$ cat src/sv/tbc_pkg.sv
// shared types, constants and helpers of the bitplane to chunky unit
// no dependencies
`timescale 1ns / 1ps

package tbc_pkg;

    localparam int LANES      = 8;
    localparam int PLANES     = 8;
    localparam int PIX_W      = 8;
    localparam int FIRST_W    = 64;
    localparam int SECOND_W   = 32;
    localparam int ROWS       = 8;
    localparam int ROW_CNT_W  = $clog2(ROWS);
    localparam int PADDR_W    = 3;
    localparam int PDATA_W    = 32;
    localparam int CFG_W      = 2;

    // register index, taken from paddr[2]
    typedef enum logic
    {
        REG_DEPTH_MODE   = 1'b0,
        REG_HIRES_SELECT = 1'b1
    } reg_idx_t;

    // depth codes
    localparam logic [CFG_W-1:0] DEPTH_2BPP = 2'd0;
    localparam logic [CFG_W-1:0] DEPTH_4BPP = 2'd1;

    // hires select codes
    localparam logic [CFG_W-1:0] HIRES_ODD  = 2'd1;
    localparam logic [CFG_W-1:0] HIRES_EVEN = 2'd2;

    localparam logic [CFG_W-1:0] DEPTH_RESET = DEPTH_4BPP;
    localparam logic [CFG_W-1:0] HIRES_RESET = 2'd0;

    typedef struct packed
    {
        logic [SECOND_W-1:0] plane_bytes_second;
        logic [FIRST_W-1:0]  plane_bytes_first;
    } in_t;

    typedef struct packed
    {
        logic                   tile_nonblank;
        logic                   last_row;
        logic [LANES*PIX_W-1:0] pixels;
    } out_t;

    // control shared by all lanes for one request
    typedef struct packed
    {
        logic [PLANES-1:0] plane_mask;
        logic              hires;
        logic              odd;
    } lane_ctrl_t;

    function automatic logic [PLANES-1:0] depth_plane_mask(input logic [CFG_W-1:0] depth);
        logic [PLANES-1:0] mask;
        unique case (depth)
            DEPTH_2BPP: mask = 8'h03;
            DEPTH_4BPP: mask = 8'h0f;
            default:    mask = 8'hff;
        endcase
        return mask;
    endfunction

endpackage

$ cat src/sv/tbc_lane.sv
// one pixel lane: gathers a pixel's bit from each plane byte into a colour index
// depends on tbc_pkg
`timescale 1ns / 1ps

module tbc_lane
(
    input  logic [tbc_pkg::FIRST_W-1:0] planes,
    input  logic [2:0]                  pos,
    input  logic [tbc_pkg::PLANES-1:0]  plane_mask,
    output logic [tbc_pkg::PIX_W-1:0]   idx
);

    always_comb
    begin
        logic [7:0] pb;
        idx = '0;
        for (int p = 0; p < tbc_pkg::PLANES; p++)
        begin
            pb = planes[p*8 +: 8];
            // pixel 0 sits in the msb of each plane byte
            idx[p] = pb[3'd7 - pos] & plane_mask[p];
        end
    end

endmodule

$ cat src/sv/tbc_merge.sv
// merging stage: combines lane indices, tracks rows and blank flag, holds the result
// depends on tbc_pkg
`timescale 1ns / 1ps

module tbc_merge
(
    input  logic                                  clk,
    input  logic                                  rst_n,
    input  logic                                  accept,
    input  logic [tbc_pkg::LANES*tbc_pkg::PIX_W-1:0] lane_pixels,
    input  logic                                  chunk_stall,
    output logic                                  chunk_valid,
    output tbc_pkg::out_t                         chunk_row
);

    logic [tbc_pkg::ROW_CNT_W-1:0] row_count_reg, row_count_next;
    logic                          seen_nonzero_reg, seen_nonzero_next;
    logic                          valid_reg, valid_next;
    tbc_pkg::out_t                 data_reg, data_next;
    logic                          nonzero;
    logic                          last;

    assign nonzero = |lane_pixels;
    assign last    = (row_count_reg == tbc_pkg::ROW_CNT_W'(tbc_pkg::ROWS - 1));

    always_comb
    begin
        row_count_next    = row_count_reg;
        seen_nonzero_next = seen_nonzero_reg;
        data_next         = data_reg;
        valid_next        = valid_reg & chunk_stall;
        if (accept)
        begin
            valid_next              = 1'b1;
            data_next.pixels        = lane_pixels;
            data_next.last_row      = last;
            data_next.tile_nonblank = last & (seen_nonzero_reg | nonzero);
            if (last)
            begin
                row_count_next    = '0;
                seen_nonzero_next = 1'b0;
            end
            else
            begin
                row_count_next    = row_count_reg + 1'b1;
                seen_nonzero_next = seen_nonzero_reg | nonzero;
            end
        end
    end

    always_ff @(posedge clk or negedge rst_n)
    begin
        if (!rst_n)
        begin
            row_count_reg    <= '0;
            seen_nonzero_reg <= 1'b0;
            valid_reg        <= 1'b0;
        end
        else
        begin
            row_count_reg    <= row_count_next;
            seen_nonzero_reg <= seen_nonzero_next;
            valid_reg        <= valid_next;
        end
    end

    always_ff @(posedge clk)
    begin
        data_reg <= data_next;
    end

    assign chunk_valid = valid_reg;
    assign chunk_row   = data_reg;

endmodule

$ cat src/sv/tile_bitplane_to_chunky_unit.sv
// an accepted request's result is written into the output register in the next cycle
// throughput: one request per cycle while the output is not stalled; eight pixel lanes work in parallel on each row
// a new request is taken whenever the output register is empty or being drained
// reset: asynchronous active low; clears row count, blank flag and output valid,
//   sets depth to four bpp and hires off
// top level of the bitplane to chunky unit; depends on tbc_pkg, tbc_lane, tbc_merge
`timescale 1ns / 1ps

module tile_bitplane_to_chunky_unit
(
    input  logic                          clk,
    input  logic                          rst_n,
    input  logic                          tile_valid,
    output logic                          tile_stall,
    input  tbc_pkg::in_t                  tile_row,
    output logic                          chunk_valid,
    input  logic                          chunk_stall,
    output tbc_pkg::out_t                 chunk_row,
    input  logic                          psel,
    input  logic                          penable,
    input  logic                          pwrite,
    input  logic [tbc_pkg::PADDR_W-1:0]   paddr,
    input  logic [tbc_pkg::PDATA_W-1:0]   pwdata,
    output logic [tbc_pkg::PDATA_W-1:0]   prdata,
    output logic                          pready
);

    logic [tbc_pkg::CFG_W-1:0] depth_mode_reg, depth_mode_next;
    logic [tbc_pkg::CFG_W-1:0] hires_select_reg, hires_select_next;
    tbc_pkg::reg_idx_t         reg_idx;
    logic                      cfg_write;
    tbc_pkg::lane_ctrl_t       ctrl;
    logic                      accept;
    logic [tbc_pkg::LANES*tbc_pkg::PIX_W-1:0] lane_pixels;
    logic [tbc_pkg::FIRST_W-1:0] second_wide;

    // configuration port
    assign pready    = 1'b1;
    assign reg_idx   = tbc_pkg::reg_idx_t'(paddr[2]);
    assign cfg_write = psel & penable & pwrite;

    always_comb
    begin
        depth_mode_next   = depth_mode_reg;
        hires_select_next = hires_select_reg;
        if (cfg_write)
        begin
            unique case (reg_idx)
                tbc_pkg::REG_DEPTH_MODE:   depth_mode_next   = pwdata[tbc_pkg::CFG_W-1:0];
                tbc_pkg::REG_HIRES_SELECT: hires_select_next = pwdata[tbc_pkg::CFG_W-1:0];
                default: ;
            endcase
        end
    end

    always_comb
    begin
        unique case (reg_idx)
            tbc_pkg::REG_DEPTH_MODE:
                prdata = tbc_pkg::PDATA_W'(depth_mode_reg);
            tbc_pkg::REG_HIRES_SELECT:
                prdata = tbc_pkg::PDATA_W'(hires_select_reg);
            default:
                prdata = '0;
        endcase
    end

    always_ff @(posedge clk or negedge rst_n)
    begin
        if (!rst_n)
        begin
            depth_mode_reg   <= tbc_pkg::DEPTH_RESET;
            hires_select_reg <= tbc_pkg::HIRES_RESET;
        end
        else
        begin
            depth_mode_reg   <= depth_mode_next;
            hires_select_reg <= hires_select_next;
        end
    end

    // lane control; hires only exists at two and four bpp
    always_comb
    begin
        ctrl.plane_mask = tbc_pkg::depth_plane_mask(depth_mode_reg);
        ctrl.hires      = ((depth_mode_reg == tbc_pkg::DEPTH_2BPP) ||
                           (depth_mode_reg == tbc_pkg::DEPTH_4BPP)) &&
                          ((hires_select_reg == tbc_pkg::HIRES_ODD) ||
                           (hires_select_reg == tbc_pkg::HIRES_EVEN));
        ctrl.odd        = (hires_select_reg == tbc_pkg::HIRES_ODD);
    end

    assign tile_stall  = chunk_valid & chunk_stall;
    assign accept      = tile_valid & ~tile_stall;
    assign second_wide = tbc_pkg::FIRST_W'(tile_row.plane_bytes_second);

    for (genvar k = 0; k < tbc_pkg::LANES; k++)
    begin : g_lane
        localparam logic [2:0] NORMAL_POS = 3'(k);
        localparam logic [2:0] HIRES_POS  = 3'(2 * (k % (tbc_pkg::LANES / 2)));

        logic [tbc_pkg::FIRST_W-1:0] src;
        logic [2:0]                  pos;

        // hires lanes in the upper half read the next tile's row
        if (k < tbc_pkg::LANES / 2)
        begin : g_lo
            assign src = tile_row.plane_bytes_first;
        end
        else
        begin : g_hi
            assign src = ctrl.hires ? second_wide : tile_row.plane_bytes_first;
        end

        assign pos = ctrl.hires ? (HIRES_POS | {2'b00, ctrl.odd}) : NORMAL_POS;

        tbc_lane u_lane
        (
            .planes     (src),
            .pos        (pos),
            .plane_mask (ctrl.plane_mask),
            .idx        (lane_pixels[k*tbc_pkg::PIX_W +: tbc_pkg::PIX_W])
        );
    end

    tbc_merge u_merge
    (
        .clk         (clk),
        .rst_n       (rst_n),
        .accept      (accept),
        .lane_pixels (lane_pixels),
        .chunk_stall (chunk_stall),
        .chunk_valid (chunk_valid),
        .chunk_row   (chunk_row)
    );

endmodule

$ cat config.mk
export PLATFORM = sky130hd
export DESIGN_NAME = tile_bitplane_to_chunky_unit
export DESIGN_NICKNAME = d
export VERILOG_FILES = /design/src/sv/tbc_pkg.sv /design/src/sv/tbc_lane.sv /design/src/sv/tbc_merge.sv /design/src/sv/tile_bitplane_to_chunky_unit.sv
export SDC_FILE = /design/constraint.sdc
export NUM_CORES = 1
export LEC_CHECK = 0
export ABC_AREA = 1
export BUFFER_PORTS_ARGS = -buffer_cell sky130_fd_sc_hd__buf_2
export CORE_AREA = 2 2 108 110
export DETAILED_ROUTE_END_ITERATION = 10
export DIE_AREA = 0 0 110 112
export PLACE_DENSITY = 0.74
export SETUP_SLACK_MARGIN = 0.15
export SKIP_LAST_GASP = 1
export SYNTH_ARGS = -nofsm -noshare
export SYNTH_HDL_FRONTEND = slang
export SYNTH_SLANG_ARGS = --single-unit
$ cat constraint.sdc
create_clock -name clk -period 4.05 [get_ports clk]
set_input_delay 0.405 -clock clk [delete_from_list [all_inputs] [get_ports clk]]
set_output_delay 0.405 -clock clk [all_outputs]
set_load 0.05 [all_outputs]
==> impl_metrics.json <==
{
  "outcome": "finished, final reports clean",
  "power.share.clock": 0.258,
  "crit_required_ns": 4.14,
  "routed_wl_mm": 11.9,
  "ys_types": 35,
  "drc": 0,
  "largest_reg_flops": 66,
  "fin_nets": 870,
  "grt_pass1_vias": 3661,
  "finalSetupViolCount": 0,
  "yosysTopAreaCellShare": 0.446,
  "reg2reg_depth": 14,
  "yosys-top-cells-area": "edfxtp_1 45%, nand2_1 15%, inv_1 8.9%",
  "p_per_area_nw_per_um2": 539,
  "cts-root-buf": "clkbuf_16",
  "period_minus_slack_ns": 2.69,
  "clockBufferDepth": 2,
  "cp.arrival_ns": 2.78,
  "seqPwrFrac": 0.344,
  "fillers": 1110,
  "die_h_microns": 112,
  "worstHoldPathType": "in2reg",
  "vias": 4014,
  "clock-sinks": 75,
  "synthCells": 556,
  "syn_area_sq_um": 4450,
  "cts_tree": "done",
  "numCtsBuffers": 9,
  "crit_path_start_kind": "register",
  "tns_ns": 0,
  "grt_max_degree": 32,
  "die_w_microns": 110,
  "clkTransAtPathRegs_ns": 0.06,
  "initial_utilization": 0.398,
  "drive_gt1_frac": 0.286,
  "clock_skew_ns": 0.00676,
  "cts_resized": 0,
  "r2r_start": "hires_select_reg[0]",
  "yosysTopAreaCell": "edfxtp_1",
  "antenna_found_initial": 0,
  "hpwl_mm": 8.92,
  "p_int_uw": 1760,
  "dr.pass1.iters": 6,
  "drv_cap": 0,
  "synth_ff_type": "edfxtp_1",
  "startpoint": "hires_select_reg[0]",
  "reg2reg_slack_ns": 1.36,
  "ios": 239,
  "yosys_warnings": 0,
  "synth-edff-count": 66,
  "portBuffers": 175,
  "vias_per_cell": 4.58,
  "postRouteAntennaNets": 0,
  "period_share": 0.665,
  "tightest_slew_ns": 0.772,
  "row_count": 39,
  "slew_violations": 0,
  "async_flop_share": 0.120,
  "track_usage": 0.196,
  "initialDrtViolationCount": 299,
  "p_sw_uw": 1250,
  "rsz0062_at_grt": "false",
  "clock.fmax_mhz": 371,
  "syn2layout_area_growth_pct": 25.7,
  "dieArea_sq_um": 12300,
  "worstSetupPathType": "reg2reg",
  "leakage_uw": 0.00317,
  "diodes": 0,
  "clk_latency_ns": 0.34,
  "swShare": 0.415,
  "pwr-share-comb": 0.399,
  "crit_fanout": 18,
  "endpoint_kind": "register",
  "yosys_register_bits": 75,
  "worstReg2RegEnd": "u_merge.chunk_row[65]",
  "syn-mean-instance-area_sq_um": 8.00,
  "routabilityCongestion": 0.838,
  "core_area_sq_um": 11200,
  "cp-endpoint": "u_merge.chunk_row[65]",
  "hold_violations": 0,
  "wl_per_cell_microns": 13.6,
  "grt_overflow": 0,
  "htree_num_levels": 3,
  "relSlewSlack": 0.484,
  "grt_pass1_wl_mm": 18.1,
  "vdd_ir_drop_max_mv": 0.199,
  "hold-worst-slack_ns": 0.282,
  "seq_area_frac_synth": 0.497
}
==> timing repair <==
item                                    4_1_cts  5_1_grt
setup buffers                                 0        0
endpoints found under the hold margin         8        0
hold buffers                                  1        0
endpoints found under the setup margin        0        0
==> layout by cell type (no fill, tap or decap), types with 3 or more instances in the layout <==
master,synthesis,final
nand2_1,175,175
buf_2,8,175
inv_1,105,105
edfxtp_1,66,66
nand3_1,48,48
nor2_1,41,40
conb_1,2,31
o21ai_0,13,13
clkbuf_16,0,10
a21oi_1,9,9
dfrtp_1,8,8
buf_4,35,6
o21ai_1,5,5
nand4_1,4,4
ha_1,4,4
nand3b_1,3,3
clkinv_2,0,3
==> how the worst min path moves through the flow <==
stage | start | end | slack, ns | cells past startpoint
5_1_grt | chunk_stall | u_merge.chunk_valid | 0.30 | 3
6_report | chunk_stall | u_merge.chunk_valid | 0.28 | 3
4_1_cts | chunk_stall | u_merge.chunk_valid | 0.28 | 3
3_3_place_gp | rst_n | u_merge.chunk_valid | 0.28 | 1
3_5_place_dp | rst_n | u_merge.seen_nonzero_reg | 0.28 | 1
2_1_floorplan | rst_n | depth_mode_reg[1] | 0.11 | 0
==> per-stage QoR <==
stage | instance area, sq um | cells | setup WS [ns] | power [uW] | util
floorplan | 4560 | 585 | 0.602 | 2010 | -
global placement | 5290 | 859 | 1.37 | 2240 | 0.473
detailed placement | 5290 | 859 | 1.33 | 2250 | 0.473
CTS | 5590 | 876 | 1.32 | 3030 | 0.500
global route | 5590 | 876 | 1.07 | 3200 | 0.500
finish | 5590 | 876 | 1.36 | 3010 | 0.500
==> routing by layer <==
| metal | global-route usage | vias up | part of all wire |
|---|---|---|---|
| met5 | 0 | - | 0 |
| li1 | - | 2009 | - |
| met4 | 0.0743 | 0 | 0.019 |
| met1 | 0.241 | 1783 | 0.40 |
| met2 | 0.337 | 203 | 0.49 |
| met3 | 0.0363 | 19 | 0.088 |
==> power by group through the flow <==
stage	clock, uW	combinational (uW)	sequential (uW)
global placement	0	1190	1050
CTS	789	1210	1040
detailed placement	0	1200	1050
global route	822	1330	1050
finish	776	1200	1040
floorplan	0	681	1330
==> cell usage after synthesis (2+ instances only) <==
master,number
o21ai_1,5
inv_1,105
inv_2,2
nor2_1,41
buf_6,6
nand2_1,175
buf_2,8
conb_1,2
buf_4,35
nand3_1,48
nand2_4,2
a21oi_1,9
o211ai_2,2
and2_1,2
nand3b_1,3
nand4_1,4
ha_1,4
edfxtp_1,66
dfrtp_1,8
a31oi_1,2
o21ai_0,13
==> cells by family after synthesis <==
kind of cell	share of synthesized area
compound gates	0.0422
fa+ha+maj	0.0113
buf+inv	0.176
flops	0.497
other cells	0.00169
simple gates	0.272
==> cell type report <==
cell class	instances	area, sq um	area share
inverter	108	408	0.0730
tap	143	179	0.0320
clock inverter	4	23.8	0.00425
timing repair buffer	182	931	0.167
multi-input combinational	352	1570	0.281
sequential	75	2210	0.395
clock buffer	12	268	0.0479
==> critical path, stage by stage (launching register included) <==
cell     delay, ns
dfrtp_1       0.37
inv_1         0.06
ha_1          0.34
nor2_4        0.33
buf_4         0.31
nand2_1       0.07
nand3_1       0.11
nand3_1       0.09
nand2_1       0.12
nand2_1       0.07
inv_1         0.05
nand2_1       0.05
nor2_1        0.16
nand3_1       0.15
and2_1        0.16
(Power assumes the default switching activity.)
